[src/rtl/kfpu_pkg.sv]
// kfpu_pkg: types, codes, saturation helper and microcode rom for the
// two-state kalman filter unit. no dependencies.
package kfpu_pkg;

  localparam logic [1:0] ACT_PREDICT = 2'd0;
  localparam logic [1:0] ACT_UPDATE  = 2'd1;
  localparam logic [1:0] ACT_INIT    = 2'd2;

  localparam logic [1:0] ST_OK   = 2'd0;
  localparam logic [1:0] ST_SAT  = 2'd1;
  localparam logic [1:0] ST_ZERO = 2'd2;

  localparam logic [2:0] CFG_TRANS_ROW0 = 3'd0;
  localparam logic [2:0] CFG_TRANS_ROW1 = 3'd1;
  localparam logic [2:0] CFG_PNOISE_ROW0 = 3'd2;
  localparam logic [2:0] CFG_PNOISE_ROW1 = 3'd3;
  localparam logic [2:0] CFG_MEAS_ROW   = 3'd4;
  localparam logic [2:0] CFG_MEAS_NOISE = 3'd5;

  localparam int unsigned PcW = 7;
  localparam logic [PcW-1:0] ADDR_PREDICT = 7'd0;
  localparam logic [PcW-1:0] ADDR_UPDATE  = 7'd42;
  localparam logic [PcW-1:0] ADDR_ZEND    = 7'd89;
  localparam logic [PcW-1:0] ADDR_INIT    = 7'd90;
  localparam logic [PcW-1:0] ADDR_NONE    = 7'd96;

  typedef struct packed {
    logic [1:0]         action;
    logic signed [31:0] meas_value;
    logic signed [31:0] init_est_0;
    logic signed [31:0] init_est_1;
    logic signed [31:0] init_cov_00;
    logic signed [31:0] init_cov_01;
    logic signed [31:0] init_cov_10;
    logic signed [31:0] init_cov_11;
  } in_item_t;

  typedef struct packed {
    logic [1:0]         step_kind;
    logic signed [31:0] residual;
    logic signed [31:0] est_out_0;
    logic signed [31:0] est_out_1;
    logic signed [31:0] cov_out_00;
    logic signed [31:0] cov_out_01;
    logic signed [31:0] cov_out_10;
    logic signed [31:0] cov_out_11;
    logic [1:0]         status;
  } out_item_t;

  typedef enum logic [1:0] {
    S_IDLE,
    S_RUN
  } state_e;

  typedef enum logic [3:0] {
    U_NOP,
    U_LD,
    U_ACC,
    U_DOTADD,
    U_DOTSUB,
    U_ADDF,
    U_SUBF,
    U_DIV,
    U_MOV,
    U_JZ,
    U_END
  } uop_e;

  typedef enum logic [5:0] {
    R_ZERO,
    R_X0, R_X1, R_P00, R_P01, R_P10, R_P11,
    R_F00, R_F01, R_F10, R_F11,
    R_Q00, R_Q01, R_Q10, R_Q11,
    R_H0, R_H1, R_R, R_Z, R_Y,
    R_T0, R_T1, R_T2, R_T3, R_T4, R_T5, R_T6, R_T7,
    R_IE0, R_IE1, R_IC00, R_IC01, R_IC10, R_IC11
  } reg_e;

  typedef struct packed {
    logic           mul;
    uop_e           op;
    reg_e           a;
    reg_e           b;
    reg_e           dst;
    logic [PcW-1:0] tgt;
  } uword_t;

  localparam uword_t UW_NOP = '{mul: 1'b0, op: U_NOP, a: R_ZERO, b: R_ZERO,
                                dst: R_ZERO, tgt: '0};

  // saturate a wide signed value to 32 bits, bit 32 flags a clip
  function automatic logic [32:0] sat32(input logic signed [49:0] v);
    logic [32:0] r;
    if (v > 50'sd2147483647) begin
      r = {1'b1, 32'h7fffffff};
    end else if (v < -50'sd2147483648) begin
      r = {1'b1, 32'h80000000};
    end else begin
      r = {1'b0, v[31:0]};
    end
    return r;
  endfunction

  function automatic uword_t uw(input logic m, input uop_e o, input reg_e a,
                                input reg_e b, input reg_e d);
    uword_t w;
    w = '{mul: m, op: o, a: a, b: b, dst: d, tgt: '0};
    return w;
  endfunction

  function automatic uword_t ucode(input logic [PcW-1:0] pc);
    uword_t u;
    u = uw(1'b0, U_END, R_ZERO, R_ZERO, R_ZERO);
    unique case (pc)
      // predict: x = F x
      7'd0:  u = uw(1'b1, U_NOP, R_F00, R_X0, R_ZERO);
      7'd1:  u = uw(1'b1, U_LD, R_F01, R_X1, R_ZERO);
      7'd2:  u = uw(1'b0, U_ACC, R_ZERO, R_ZERO, R_ZERO);
      7'd3:  u = uw(1'b0, U_DOTADD, R_ZERO, R_ZERO, R_T0);
      7'd4:  u = uw(1'b1, U_NOP, R_F10, R_X0, R_ZERO);
      7'd5:  u = uw(1'b1, U_LD, R_F11, R_X1, R_ZERO);
      7'd6:  u = uw(1'b0, U_ACC, R_ZERO, R_ZERO, R_ZERO);
      7'd7:  u = uw(1'b0, U_DOTADD, R_ZERO, R_ZERO, R_X1);
      // a = F P
      7'd8:  u = uw(1'b1, U_NOP, R_F00, R_P00, R_ZERO);
      7'd9:  u = uw(1'b1, U_LD, R_F01, R_P10, R_ZERO);
      7'd10: u = uw(1'b0, U_ACC, R_ZERO, R_ZERO, R_ZERO);
      7'd11: u = uw(1'b0, U_DOTADD, R_ZERO, R_ZERO, R_T1);
      7'd12: u = uw(1'b1, U_NOP, R_F00, R_P01, R_ZERO);
      7'd13: u = uw(1'b1, U_LD, R_F01, R_P11, R_ZERO);
      7'd14: u = uw(1'b0, U_ACC, R_ZERO, R_ZERO, R_ZERO);
      7'd15: u = uw(1'b0, U_DOTADD, R_ZERO, R_ZERO, R_T2);
      7'd16: u = uw(1'b1, U_NOP, R_F10, R_P00, R_ZERO);
      7'd17: u = uw(1'b1, U_LD, R_F11, R_P10, R_ZERO);
      7'd18: u = uw(1'b0, U_ACC, R_ZERO, R_ZERO, R_ZERO);
      7'd19: u = uw(1'b0, U_DOTADD, R_ZERO, R_ZERO, R_T3);
      7'd20: u = uw(1'b1, U_NOP, R_F10, R_P01, R_ZERO);
      7'd21: u = uw(1'b1, U_LD, R_F11, R_P11, R_ZERO);
      7'd22: u = uw(1'b0, U_ACC, R_ZERO, R_ZERO, R_ZERO);
      7'd23: u = uw(1'b0, U_DOTADD, R_ZERO, R_ZERO, R_T4);
      // P = a F' + Q
      7'd24: u = uw(1'b1, U_NOP, R_T1, R_F00, R_ZERO);
      7'd25: u = uw(1'b1, U_LD, R_T2, R_F01, R_ZERO);
      7'd26: u = uw(1'b0, U_ACC, R_ZERO, R_ZERO, R_ZERO);
      7'd27: u = uw(1'b0, U_DOTADD, R_ZERO, R_Q00, R_P00);
      7'd28: u = uw(1'b1, U_NOP, R_T1, R_F10, R_ZERO);
      7'd29: u = uw(1'b1, U_LD, R_T2, R_F11, R_ZERO);
      7'd30: u = uw(1'b0, U_ACC, R_ZERO, R_ZERO, R_ZERO);
      7'd31: u = uw(1'b0, U_DOTADD, R_ZERO, R_Q01, R_P01);
      7'd32: u = uw(1'b1, U_NOP, R_T3, R_F00, R_ZERO);
      7'd33: u = uw(1'b1, U_LD, R_T4, R_F01, R_ZERO);
      7'd34: u = uw(1'b0, U_ACC, R_ZERO, R_ZERO, R_ZERO);
      7'd35: u = uw(1'b0, U_DOTADD, R_ZERO, R_Q10, R_P10);
      7'd36: u = uw(1'b1, U_NOP, R_T3, R_F10, R_ZERO);
      7'd37: u = uw(1'b1, U_LD, R_T4, R_F11, R_ZERO);
      7'd38: u = uw(1'b0, U_ACC, R_ZERO, R_ZERO, R_ZERO);
      7'd39: u = uw(1'b0, U_DOTADD, R_ZERO, R_Q11, R_P11);
      7'd40: u = uw(1'b0, U_MOV, R_T0, R_ZERO, R_X0);
      7'd41: u = uw(1'b0, U_END, R_ZERO, R_ZERO, R_ZERO);
      // update: y = z - H x
      7'd42: u = uw(1'b1, U_NOP, R_H0, R_X0, R_ZERO);
      7'd43: u = uw(1'b1, U_LD, R_H1, R_X1, R_ZERO);
      7'd44: u = uw(1'b0, U_ACC, R_ZERO, R_ZERO, R_ZERO);
      7'd45: u = uw(1'b0, U_DOTSUB, R_Z, R_ZERO, R_Y);
      // P H'
      7'd46: u = uw(1'b1, U_NOP, R_P00, R_H0, R_ZERO);
      7'd47: u = uw(1'b1, U_LD, R_P01, R_H1, R_ZERO);
      7'd48: u = uw(1'b0, U_ACC, R_ZERO, R_ZERO, R_ZERO);
      7'd49: u = uw(1'b0, U_DOTADD, R_ZERO, R_ZERO, R_T1);
      7'd50: u = uw(1'b1, U_NOP, R_P10, R_H0, R_ZERO);
      7'd51: u = uw(1'b1, U_LD, R_P11, R_H1, R_ZERO);
      7'd52: u = uw(1'b0, U_ACC, R_ZERO, R_ZERO, R_ZERO);
      7'd53: u = uw(1'b0, U_DOTADD, R_ZERO, R_ZERO, R_T2);
      // H P
      7'd54: u = uw(1'b1, U_NOP, R_H0, R_P00, R_ZERO);
      7'd55: u = uw(1'b1, U_LD, R_H1, R_P10, R_ZERO);
      7'd56: u = uw(1'b0, U_ACC, R_ZERO, R_ZERO, R_ZERO);
      7'd57: u = uw(1'b0, U_DOTADD, R_ZERO, R_ZERO, R_T3);
      7'd58: u = uw(1'b1, U_NOP, R_H0, R_P01, R_ZERO);
      7'd59: u = uw(1'b1, U_LD, R_H1, R_P11, R_ZERO);
      7'd60: u = uw(1'b0, U_ACC, R_ZERO, R_ZERO, R_ZERO);
      7'd61: u = uw(1'b0, U_DOTADD, R_ZERO, R_ZERO, R_T4);
      // S = H P H' + R
      7'd62: u = uw(1'b1, U_NOP, R_H0, R_T1, R_ZERO);
      7'd63: u = uw(1'b1, U_LD, R_H1, R_T2, R_ZERO);
      7'd64: u = uw(1'b0, U_ACC, R_ZERO, R_ZERO, R_ZERO);
      7'd65: u = uw(1'b0, U_DOTADD, R_ZERO, R_R, R_T6);
      7'd66: u = uw(1'b0, U_NOP, R_ZERO, R_ZERO, R_ZERO);
      7'd67: begin
        u = uw(1'b0, U_JZ, R_T6, R_ZERO, R_ZERO);
        u.tgt = ADDR_ZEND;
      end
      // gains
      7'd68: u = uw(1'b0, U_DIV, R_T1, R_T6, R_T7);
      7'd69: u = uw(1'b0, U_DIV, R_T2, R_T6, R_T5);
      // x += K y
      7'd70: u = uw(1'b1, U_NOP, R_T7, R_Y, R_ZERO);
      7'd71: u = uw(1'b0, U_LD, R_ZERO, R_ZERO, R_ZERO);
      7'd72: u = uw(1'b0, U_ADDF, R_X0, R_ZERO, R_X0);
      7'd73: u = uw(1'b1, U_NOP, R_T5, R_Y, R_ZERO);
      7'd74: u = uw(1'b0, U_LD, R_ZERO, R_ZERO, R_ZERO);
      7'd75: u = uw(1'b0, U_ADDF, R_X1, R_ZERO, R_X1);
      // P -= K H P
      7'd76: u = uw(1'b1, U_NOP, R_T7, R_T3, R_ZERO);
      7'd77: u = uw(1'b0, U_LD, R_ZERO, R_ZERO, R_ZERO);
      7'd78: u = uw(1'b0, U_SUBF, R_P00, R_ZERO, R_P00);
      7'd79: u = uw(1'b1, U_NOP, R_T7, R_T4, R_ZERO);
      7'd80: u = uw(1'b0, U_LD, R_ZERO, R_ZERO, R_ZERO);
      7'd81: u = uw(1'b0, U_SUBF, R_P01, R_ZERO, R_P01);
      7'd82: u = uw(1'b1, U_NOP, R_T5, R_T3, R_ZERO);
      7'd83: u = uw(1'b0, U_LD, R_ZERO, R_ZERO, R_ZERO);
      7'd84: u = uw(1'b0, U_SUBF, R_P10, R_ZERO, R_P10);
      7'd85: u = uw(1'b1, U_NOP, R_T5, R_T4, R_ZERO);
      7'd86: u = uw(1'b0, U_LD, R_ZERO, R_ZERO, R_ZERO);
      7'd87: u = uw(1'b0, U_SUBF, R_P11, R_ZERO, R_P11);
      7'd88: u = uw(1'b0, U_END, R_ZERO, R_ZERO, R_ZERO);
      7'd89: u = uw(1'b0, U_END, R_ZERO, R_ZERO, R_ZERO);
      // initialise
      7'd90: u = uw(1'b0, U_MOV, R_IE0, R_ZERO, R_X0);
      7'd91: u = uw(1'b0, U_MOV, R_IE1, R_ZERO, R_X1);
      7'd92: u = uw(1'b0, U_MOV, R_IC00, R_ZERO, R_P00);
      7'd93: u = uw(1'b0, U_MOV, R_IC01, R_ZERO, R_P01);
      7'd94: u = uw(1'b0, U_MOV, R_IC10, R_ZERO, R_P10);
      7'd95: u = uw(1'b0, U_MOV, R_IC11, R_ZERO, R_P11);
      default: u = uw(1'b0, U_END, R_ZERO, R_ZERO, R_ZERO);
    endcase
    return u;
  endfunction

endpackage

[src/rtl/kfpu_div.sv]
// kfpu_div: radix-2 restoring divider for the gain, (num * 65536) / den
// truncated toward zero and saturated to 32 bits. uses kfpu_pkg.
module kfpu_div (
  input  logic        clk_i,
  input  logic        rst_ni,
  input  logic        start_i,
  input  logic [31:0] num_i,
  input  logic [31:0] den_i,
  output logic        busy_o,
  output logic        done_o,
  output logic [31:0] quo_o,
  output logic        sat_o
);
  import kfpu_pkg::*;

  localparam int unsigned DvdW = 48;
  localparam int unsigned CntW = $clog2(DvdW);

  logic [CntW-1:0] cnt_q;
  logic            busy_q, done_q, neg_q;
  logic [31:0]     rem_q, dsr_q;
  logic [DvdW-1:0] dvd_q;
  logic [32:0]     sh, diff;
  logic            qbit;
  logic [31:0]     num_mag, den_mag;

  assign num_mag = num_i[31] ? (32'd0 - num_i) : num_i;
  assign den_mag = den_i[31] ? (32'd0 - den_i) : den_i;
  assign sh      = {rem_q, dvd_q[DvdW-1]};
  assign diff    = sh - {1'b0, dsr_q};
  assign qbit    = (sh >= {1'b0, dsr_q});

  always_ff @(posedge clk_i or negedge rst_ni) begin
    if (!rst_ni) begin
      busy_q <= 1'b0;
      done_q <= 1'b0;
      cnt_q  <= '0;
    end else begin
      done_q <= busy_q && (cnt_q == '0);
      if (start_i) begin
        busy_q <= 1'b1;
        cnt_q  <= CntW'(DvdW - 1);
      end else if (busy_q) begin
        cnt_q <= cnt_q - 1'b1;
        if (cnt_q == '0) begin
          busy_q <= 1'b0;
        end
      end
    end
  end

  always_ff @(posedge clk_i) begin
    if (start_i) begin
      dvd_q <= {num_mag, 16'd0};
      dsr_q <= den_mag;
      rem_q <= '0;
      neg_q <= num_i[31] ^ den_i[31];
    end else if (busy_q) begin
      rem_q <= qbit ? diff[31:0] : sh[31:0];
      dvd_q <= {dvd_q[DvdW-2:0], qbit};
    end
  end

  // quotient magnitude sits in dvd_q once done
  always_comb begin
    sat_o = 1'b0;
    quo_o = 32'd0 - dvd_q[31:0];
    if (neg_q) begin
      if (dvd_q > 48'h0000_8000_0000) begin
        sat_o = 1'b1;
        quo_o = 32'h8000_0000;
      end
    end else begin
      quo_o = dvd_q[31:0];
      if (dvd_q > 48'h0000_7fff_ffff) begin
        sat_o = 1'b1;
        quo_o = 32'h7fff_ffff;
      end
    end
  end

  assign busy_o = busy_q;
  assign done_o = done_q;

endmodule

[config.mk]
export PLATFORM = sky130hd
export DESIGN_NAME = kfpu_div
export DESIGN_NICKNAME = d
export VERILOG_FILES = /design/src/rtl/kfpu_pkg.sv /design/src/rtl/kfpu_div.sv
export SDC_FILE = /design/constraint.sdc
export NUM_CORES = 1
export LEC_CHECK = 0
export BUFFER_PORTS_ARGS = -buffer_cell sky130_fd_sc_hd__buf_4
export CAP_MARGIN = 10
export CELL_PAD_IN_SITES_DETAIL_PLACEMENT = 1
export CELL_PAD_IN_SITES_GLOBAL_PLACEMENT = 1
export CORE_ASPECT_RATIO = 0.5
export CORE_MARGIN = 10
export CORE_UTILIZATION = 40
export DETAILED_ROUTE_END_ITERATION = 8
export GPL_TIMING_DRIVEN = 0
export PLACE_DENSITY_LB_ADDON = 0.1
export SYNTH_ARGS = -nofsm -noshare
export SYNTH_HDL_FRONTEND = slang
export SYNTH_SLANG_ARGS = --single-unit
[constraint.sdc]
create_clock -name clk_i -period 3.6 [get_ports clk_i]
set_clock_uncertainty 0.2 [all_clocks]
set_input_delay 0.54 -clock clk_i [delete_from_list [all_inputs] [get_ports clk_i]]
set_output_delay 0.54 -clock clk_i [all_outputs]
set_load 0.01 [all_outputs]
==> flow_summary.json, run 1 <==
{
  "worstSetupPathType": "flop to output pin",
  "design_area_um2": 11400,
  "grtUsageMet1_pct": 27.4,
  "row_count": 38,
  "arrival_ns": 2.98,
  "reg2reg_to": "rem_q[23]",
  "ys_ff_latch": 121,
  "syn_avg_cell_area_um2": 8.41,
  "post-place-ws_ns": -1.19,
  "synth.mux.area_fraction_pct": 3.83,
  "whs_ns": 0.115,
  "max_slew_margin_pct": 48.1,
  "layout_commonest_cell": "buf_4",
  "fin_crit_sh_pct": 103,
  "max_freq_ghz": 0.269,
  "syn-num-nets": 1165,
  "reg2regPathDepth": 11,
  "fin_crit_ns": 3.72,
  "required_ns": 2.86,
  "synth_edf_count": 65,
  "clock-root-buffer": "clkbuf_16",
  "synthSimpleGateAreaFrac_pct": 19.4,
  "cts-htree-levels": 4,
  "reg2reg_slack_ns": 0.11,
  "routedWlPerCell_um": 20.7,
  "r2r-start": "dsr_q[1]",
  "ys.flop_type": "edfxtp_1",
  "synth_top_cell_by_area": "edfxtp_1",
  "clk_latency_ns": 0.43,
  "drv_slew": 0,
  "critPathMaxStageDelay_ns": 0.40,
  "grt_usage_pct": 20.5,
  "intPower_mw": 3.29,
  "synth-xor-area-share_pct": 8.65,
  "hold_viol_final": 0,
  "path_max_fanout": 7,
  "ys_seq_area_share_pct": 34.9,
  "synth_cell_type_count": 62,
  "synthToLayoutAreaGrowth_pct": 27.5,
  "io_pins": 102,
  "clk_pin_slew_ns": 0.06,
  "async_flop_share_pct": 6.61,
  "peakVddDrop_mv": 0.224,
  "drc": 0,
  "synth_compound_area_share_pct": 23.1,
  "cts.path.max_buffers": 2,
  "core-area_um2": 21800,
  "dr_total_vias": 8772,
  "grt_use_met3_pct": 4.42,
  "final_cell_mix": "buf_4 (114), nand2_1 (105), nor2_1 (90)",
  "overflow": 0,
  "hpwl_um": 23300,
  "port_buffers": 101,
  "vias_per_cell": 5.78,
  "rsz0062_at_grt": "true",
  "dpl_cell_area_um2": 10000,
  "layout_setup_ws_ns": -0.124,
  "netlist_area_um2": 8910,
  "grt.busiest_layer": "met2",
  "ys_warn_count": 0,
  "tightest_slew_ns": 0.778,
  "drtPass1Iterations": 5,
  "stdcell_count": 1518,
  "grt_pass1_wl_um": 48300,
  "p_switching_mw": 1.82,
  "p_seq_share_pct": 34.7,
  "clockPowerShare_pct": 32.8,
  "p_leak_nw": 4.67,
  "cts_tree": "built",
  "drv_cap": 0,
  "pwr-share-comb_pct": 32.5,
  "placedCellCount": 1461,
  "cts.sink_count": 121,
  "min_from": "den_i[0]",
  "nets": 1310,
  "gp_congestion": 0.928,
  "nFillCells": 2592,
  "synth_top_family_by_area": "compound AO/OA/AOI/OAI gates",
  "postRouteAntennaNets": 0,
  "whs_endpoint": "dsr_q[0]",
  "synth_area_leaders": "edfxtp_1 (22%), dfxtp_1 (11%), ha_1 (5.2%), xnor2_1 (5.1%), o21ai_0 (4.9%)",
  "first_iter_violations": 529,
  "cts_buffers": 17,
  "synth_fa_ha_area_share_pct": 5.42,
  "path_cells": "nor4_1 -> nand4_1 -> or2_2 -> nor2_1 -> nand4b_1 -> nor3b_2 -> xor2_1 -> a21oi_1 -> buf_4",
  "diodes": 0,
  "die_w_um": 231,
  "min-delay-path-class": "primary input to flop",
  "end_kind": "output pin",
  "antenna_found_initial": 0,
  "hold_depth": 1,
  "setup_violations": 16,
  "drt_wl_total_um": 31500,
  "initial_utilization_pct": 40.9,
  "start_kind": "flop",
  "powerDensity_nw_per_um2": 450,
  "die_height_um": 126,
  "swShare_pct": 35.6,
  "syn_inst": 1060,
  "status": "complete, but fails checks",
  "violations": "negative setup slack",
  "grt_pass1_vias": 8778,
  "grt_max_degree": 35,
  "slowest_stage": "dfxtp_1",
  "gr-usage-met2_pct": 33.4,
  "synth_top_area_share_pct": 21.9,
  "die_area_um2": 29000,
  "drive_gt1_share_pct": 19.6
}
-- power by group through the flow --
stage	Clock, mW	Sequential [mW]	Combinational (mW)
finish	1.68	1.77	1.66
global route	1.76	1.79	1.84
CTS	1.71	1.76	1.59
detailed placement	0	1.79	1.51
global placement	0	1.78	1.47
floorplan	0	1.72	1.03
-- worst max path at each step --
stage,slack [ns],start,end,cells past startpoint
floorplan,0.03,dvd_q[0],quo_o[15],10
detailed placement,-1.19,dvd_q[0],quo_o[18],11
CTS,-0.003,dvd_q[0],quo_o[15],11
global route,-0.24,dvd_q[4],quo_o[31],9
global placement,-1.10,dvd_q[0],quo_o[18],11
finish,-0.12,dvd_q[4],quo_o[31],9
-- synth_stat cells (all sizes together) (33+ instances only) --
| library cell | n |
|---|---|
| dfxtp | 48 |
| nor2 | 93 |
| clkbuf | 49 |
| xnor2 | 52 |
| mux2i | 33 |
| a21oi | 61 |
| ha | 37 |
| nand2 | 109 |
| xor2 | 36 |
| inv | 55 |
| o21ai | 92 |
| edfxtp | 65 |
-- routing by layer --
layer  wire, µm  part of all wire [%]
met1      15100                    48
met2      14700                    47
met3       1370                   4.3
met4        348                   1.1
met5          0                     0
-- per-stage QoR --
stage / power [mW] / TNS [ns] / util [%]
4_1_cts: 5.06 / -0.00344 / 50.4
3_5_place_dp: 3.30 / -33.36 / 46.1
2_1_floorplan: 2.76 / 0 / -
5_1_grt: 5.39 / -3.62 / 52.1
3_3_place_gp: 3.25 / -30.31 / 46.1
6_report: 5.12 / -0.792 / 52.1
-- worst max-delay path, delay by kind of cell (launching register included) --
kind	cells	cell delay [ns]
xor gates and xnor gates	1	0.16
DFF	1	0.40
AOI/OAI and AO/OA	1	0.08
and+or+nand+nor	6	1.72
buffers and inverters	1	0.17
-- sequential cells by signal, summed over array words and instances, names as in the netlist --
name and flops:
dvd_q 48, done_o 1, busy_o 1, rem_q 32, neg_q 1, dsr_q 32, cnt_q 6
-- logic make-up after synthesis --
kind of cell	after synthesis
AND/OR/NAND/NOR	356
AO/OA/AOI/OAI	312
flip-flops	121
buffers and inverters	111
XOR/XNOR	88
adder cells (fa/ha/maj)	38
multiplexers	34
-- layout make-up --
cell class                 instances  area, µm²  area share (%)
buffer                            55        293            2.58
sequential                       121       3120            27.5
timing repair buffer             127       1030            9.11
tap                              300        375            3.31
clock inverter                    13        110           0.970
clock buffer                      19        475            4.19
inverter                          55        206            1.82
multi-input combinational        828       5740            50.5
-- what timing repair did --
item | in CTS | in global routing
gates resized for setup | 66 | 77
hold endpoints to repair | 8 | 0
pin swaps | 12 | 26
cloned | 1 | 2
setup buffers | 16 | 5
hold buffers | 1 | 0
endpoints found under the setup margin | 62 | 52
(Power assumes the default switching activity.)
==> run 2, diff against run 1 <==
- CORE_MARGIN: 10 -> default
- REMOVE_ABC_BUFFERS: default -> 1
==> run 2 against run 1 <==
Effect of this change:
- the flow still finishes with violations (negative setup slack)
- flip-flop and latch count unchanged
- sequential share of layout area fell by 0.57 points
- critical path depth unchanged
- critical path type unchanged
- first-iteration DRC count rose by 23%
- register-to-register slack improved by 0.13 ns
- core utilization is 1.1 points higher
- critical endpoint is now quo_o[20]
- global-route usage grew 5.5 points
- largest cell class unchanged
==> flow_summary.json, run 2 (same netlist as run 1, synthesis figures left out) <==
{
  "antenna_found_initial": 0,
  "fin_crit_ns": 3.87,
  "first_iter_violations": 652,
  "diodes": 0,
  "whs_ns": 0.108,
  "drv_cap": 0,
  "postRouteAntennaNets": 0,
  "grt_pass1_vias": 8736,
  "critPathMaxStageDelay_ns": 0.70,
  "design_area_um2": 11600,
  "cp.depth": 9,
  "crit_path_start": "dvd_q[27]",
  "drive_gt1_share_pct": 22.9,
  "violations": "negative setup slack",
  "cts-htree-levels": 4,
  "multiInputGateArea_um2": 5940,
  "vias_per_cell": 5.84,
  "hpwl_um": 19800,
  "io_pins": 102,
  "layout_setup_ws_ns": -0.270,
  "core-area_um2": 21800,
  "seqCellArea_um2": 3120,
  "crit_buf_inv": 3,
  "routedWlPerCell_um": 20.0,
  "overflow": 0,
  "grt_max_degree": 89,
  "critPathTopFamily": "simple AND/OR/NAND/NOR gates",
  "start_kind": "flop",
  "gp_congestion": 0.882,
  "max_slew_margin_pct": 26.3,
  "total_power_mw": 5.41,
  "setup_violations": 33,
  "cts.sink_count": 121,
  "fin_crit_sh_pct": 108,
  "nFillCells": 2541,
  "top_register": "dvd_q",
  "drv_slew": 0,
  "drt_wl_total_um": 29700,
  "status": "complete, but fails checks",
  "clk_latency_ns": 0.43,
  "clk_pin_slew_ns": 0.06,
  "max_freq_ghz": 0.258,
  "reg2regPathDepth": 11,
  "dr_total_vias": 8704,
  "die_area_um2": 22900,
  "wl_met2_um": 14200,
  "row_count": 38,
  "arrival_ns": 3.13,
  "crit_end": "quo_o[20]",
  "tightest_slew_ns": 1.11,
  "path_max_fanout": 5,
  "slowest_stage": "nor4_1",
  "largest_reg_flops": 48,
  "required_ns": 2.86,
  "min-delay-path-class": "primary input to flop",
  "cts_tree": "built",
  "die_w_um": 213,
  "end_kind": "output pin",
  "peakVddDrop_mv": 0.349,
  "layout_commonest_cell": "buf_4",
  "reg2reg_to": "rem_q[26]",
  "grt_usage_pct": 26.0,
  "dpl_cell_area_um2": 9930,
  "clock-root-buffer": "clkbuf_16",
  "r2r-start": "dvd_q[47]",
  "final_cell_mix": "buf_4 (130), nand2_1 (105), nor2_1 (88)",
  "drc": 0,
  "largestRegisters": "dvd_q x48, dsr_q x32, rem_q x32",
  "synthToLayoutAreaGrowth_pct": 30.2,
  "rsz0062_at_grt": "true",
  "cpMostUsedCell": "a21oi_4",
  "utilization_pct": 53.3,
  "drtPass1Iterations": 5,
  "nets": 1283,
  "die_height_um": 108,
  "wl_met3_um": 1210,
  "min_from": "den_i[0]",
  "worstSetupPathType": "flop to output pin",
  "topRoutingLayerUsed": "met4",
  "cts_buffers": 17,
  "initial_utilization_pct": 40.9,
  "powerDensity_nw_per_um2": 467,
  "post-place-ws_ns": -1.44,
  "met1Wirelength_um": 13900,
  "path_cells": "nor4_1 -> nand4_1 -> a21oi_4 -> buf_6 -> buf_8 -> a21oi_4 -> nand2b_4 -> o311ai_4 -> buf_4",
  "grt_pass1_wl_um": 46200,
  "hold_viol_final": 0,
  "port_buffers": 101,
  "reg2reg_slack_ns": 0.24,
  "p_leak_nw": 4.76,
  "cts.path.max_buffers": 2
}
-- run 2: where the power goes --
part / internal, mW / total (mW) / switching [mW]
sequential: 1.62 / 1.76 / 0.135
clock: 1.23 / 1.92 / 0.691
combinational: 0.753 / 1.73 / 0.979
-- run 2: through the flow --
step	setup TNS (ns)	cells
3_3_place_gp	-210.54	1405
4_1_cts	-0.365	1475
2_1_floorplan	-26.33	1004
6_report	-5.79	1491
3_5_place_dp	-28.25	1409
5_1_grt	-9.96	1491
-- run 2: routing by layer --
layer | GRT usage, % | vias up
li1 | - | 4143
met1 | 34.5 | 4327
met2 | 42.6 | 195
met3 | 5.08 | 39
met4 | 7.81 | 0
met5 | 0 | -
-- run 2: how the worst min path moves through the flow --
stage	depth (start not counted)	slack (ns)	endpoint
2_1_floorplan	0	0.04	busy_o
3_3_place_gp	1	0.16	done_o
3_5_place_dp	1	0.17	done_o
4_1_cts	1	0.09	dsr_q[0]
5_1_grt	1	0.09	dsr_q[0]
6_report	1	0.11	dsr_q[0]
-- run 2: layout make-up --
| class | instances | share of cell area [%] |
|---|---|---|
| Multi-Input combinational cell | 830 | 51.2 |
| Sequential cell | 121 | 26.9 |
| Timing Repair Buffer | 152 | 11.1 |
| Clock buffer | 18 | 3.70 |
| Tap cell | 300 | 3.24 |
| Clock inverter | 14 | 1.89 |
| Inverter | 55 | 1.86 |
| Timing Repair inverter | 1 | 0.0431 |
-- run 2: timing repair --
action / 4_1_cts / 5_1_grt
setup endpoints to repair: 33 / 56
gates cloned: 4 / 0
endpoints found under the hold margin: 8 / 0
hold buffers: 1 / 0
resized for setup: 102 / 41
pin swaps: 22 / 24
setup buffers: 30 / 18
==> run 3, diff against run 2 <==
- CORE_ASPECT_RATIO: 0.5 -> 1.1
==> run 3 against run 2 <==
Effect of this change:
- the run still ends with negative setup slack left
- sequential power is essentially flat
- register-to-register slack barely moved
- via count down 1.9%
- setup slack gained 0.086 ns
- cell count shrank 1.7%
- fmax is 2.3% higher
- final area shrank 1.6%
- combinational power down 3%
- first-iteration DRC count shrank 38%
- core utilization fell by 0.40 points
- critical path type unchanged
- highest routed layer unchanged
==> flow_summary.json, run 3 (same netlist as run 1, synthesis figures left out) <==
{
  "rsz0062_at_grt": "true",
  "p_leak_nw": 4.66,
  "die_height_um": 159,
  "routedWlPerCell_um": 19.9,
  "drive_gt1_share_pct": 21.5,
  "cts.path.max_buffers": 2,
  "hpwl_um": 18700,
  "cts.sink_count": 121,
  "fin_crit_sh_pct": 105,
  "final.setup.tns_ns": -2.42,
  "postRouteAntennaNets": 0,
  "drt_wl_total_um": 29200,
  "largestRegisters": "dvd_q x48, dsr_q x32, rem_q x32",
  "overflow": 0,
  "slowest_stage": "dfxtp_2",
  "post-place-ws_ns": -1.49,
  "final_cell_mix": "buf_4 (116), nand2_1 (103), nor2_1 (89)",
  "crit_buf_inv": 3,
  "clk_latency_ns": 0.43,
  "required_ns": 2.86,
  "synthToLayoutAreaGrowth_pct": 28.1,
  "critPathTopFamily": "simple AND/OR/NAND/NOR gates",
  "nets": 1268,
  "placedCellCount": 1397,
  "powerDensity_nw_per_um2": 466,
  "dpl_cell_area_um2": 9890,
  "path_cells": "nor4_4 -> nand4_1 -> nor3_2 -> nand4_1 -> buf_6 -> a21o_4 -> buf_4 -> nor3_2 -> o21ai_1 -> o311ai_4 -> buf_6",
  "drc": 0,
  "grt_pass1_vias": 8391,
  "nFillCells": 2569,
  "dr_total_vias": 8542,
  "worstSetupPathType": "flop to output pin",
  "arrival_ns": 3.04,
  "tightest_slew_ns": 1.13,
  "stdcell_count": 1466,
  "cts_tree": "built",
  "setup_violations": 29,
  "fin_crit_ns": 3.78,
  "initial_utilization_pct": 41.3,
  "grt_max_degree": 89,
  "path_max_fanout": 6,
  "whs_ns": 0.126,
  "min-delay-path-class": "primary input to flop",
  "drv_slew": 0,
  "antenna_found_initial": 0,
  "design_area_um2": 11400,
  "row_count": 56,
  "core-area_um2": 21600,
  "grt_usage_pct": 25.0,
  "critPathMaxStageDelay_ns": 0.38,
  "status": "complete, but fails checks",
  "layout_commonest_cell": "buf_4",
  "hold_viol_final": 0,
  "vias_per_cell": 5.83,
  "violations": "negative setup slack",
  "layout_setup_ws_ns": -0.184,
  "clock-root-buffer": "clkbuf_16",
  "drv_cap": 0,
  "top_register": "dvd_q",
  "cts-htree-levels": 4,
  "peakVddDrop_mv": 0.256,
  "port_buffers": 101,
  "utilization_pct": 52.9,
  "total_power_mw": 5.32,
  "largest_reg_flops": 48,
  "end_kind": "output pin",
  "gp_congestion": 0.862,
  "max_slew_margin_pct": 24.5,
  "max_freq_ghz": 0.264,
  "drtPass1Iterations": 4,
  "first_iter_violations": 402,
  "die_area_um2": 22900,
  "diodes": 0,
  "grt_pass1_wl_um": 44700,
  "cts_buffers": 17,
  "io_pins": 102,
  "die_w_um": 144,
  "clk_pin_slew_ns": 0.07,
  "start_kind": "flop"
}
[run 3: repair_timing]
action | in CTS | in global routing
setup buffers | 20 | 11
endpoints found under the setup margin | 33 | 37
pin swaps | 12 | 19
hold endpoints to repair | 8 | 0
hold buffers | 1 | 0
gates cloned | 2 | 2
resized for setup | 60 | 76
[run 3: worst register-to-register path: stages, from the launching register on]
cell and delay [ns]:
edfxtp_1 0.38, inv_1 0.05, ha_1 0.28, nor2b_1 0.17
o2111ai_1 0.19, a211o_1 0.36, o211ai_1 0.31, a21oi_1 0.21
o21ai_4 0.52, buf_16 0.23, mux2i_1 0.21, a211oi_1 0.09
[run 3: final timing paths]
check                          start        end  slack, ns  cells past startpoint
setup / recovery            dvd_q[9]  quo_o[29]      -0.18                     11
min in group asynchronous     rst_ni     done_o       0.27                      2
hold / removal              den_i[0]   dsr_q[0]       0.13                      1
hold reg to reg            rem_q[12]  rem_q[12]       0.30                      2
max in group asynchronous     rst_ni     busy_o       2.77                      2
setup reg to reg            dsr_q[1]  rem_q[16]       0.23                     11
[run 3: power by group]
| group | leakage (nW) | internal (mW) | switching, mW | total (mW) |
|---|---|---|---|---|
| Combinational | 3.21 | 0.716 | 0.959 | 1.68 |
| Clock | 0.304 | 1.12 | 0.761 | 1.88 |
| Sequential | 1.15 | 1.62 | 0.140 | 1.76 |
| Total | 4.66 | 3.46 | 1.86 | 5.32 |
[run 3: cell type report]
type	instances	area [µm²]	share of cell area [%]
multi-input cells	830	5900	51.7
well taps	290	363	3.18
flip-flops and latches	121	3130	27.4
inverters	55	215	1.89
repair inverters	1	5.00	0.0439
clock inverters	15	203	1.78
clock buffers	17	425	3.73
repair buffers	137	1170	10.2
[run 3: layer usage]
| metal | global-route usage, % | wire length [µm] |
|---|---|---|
| met1 | 33.9 | 13400 |
| met2 | 41.8 | 14100 |
| met3 | 2.71 | 894 |
| met4 | 7.12 | 752 |
| met5 | 0 | 0 |
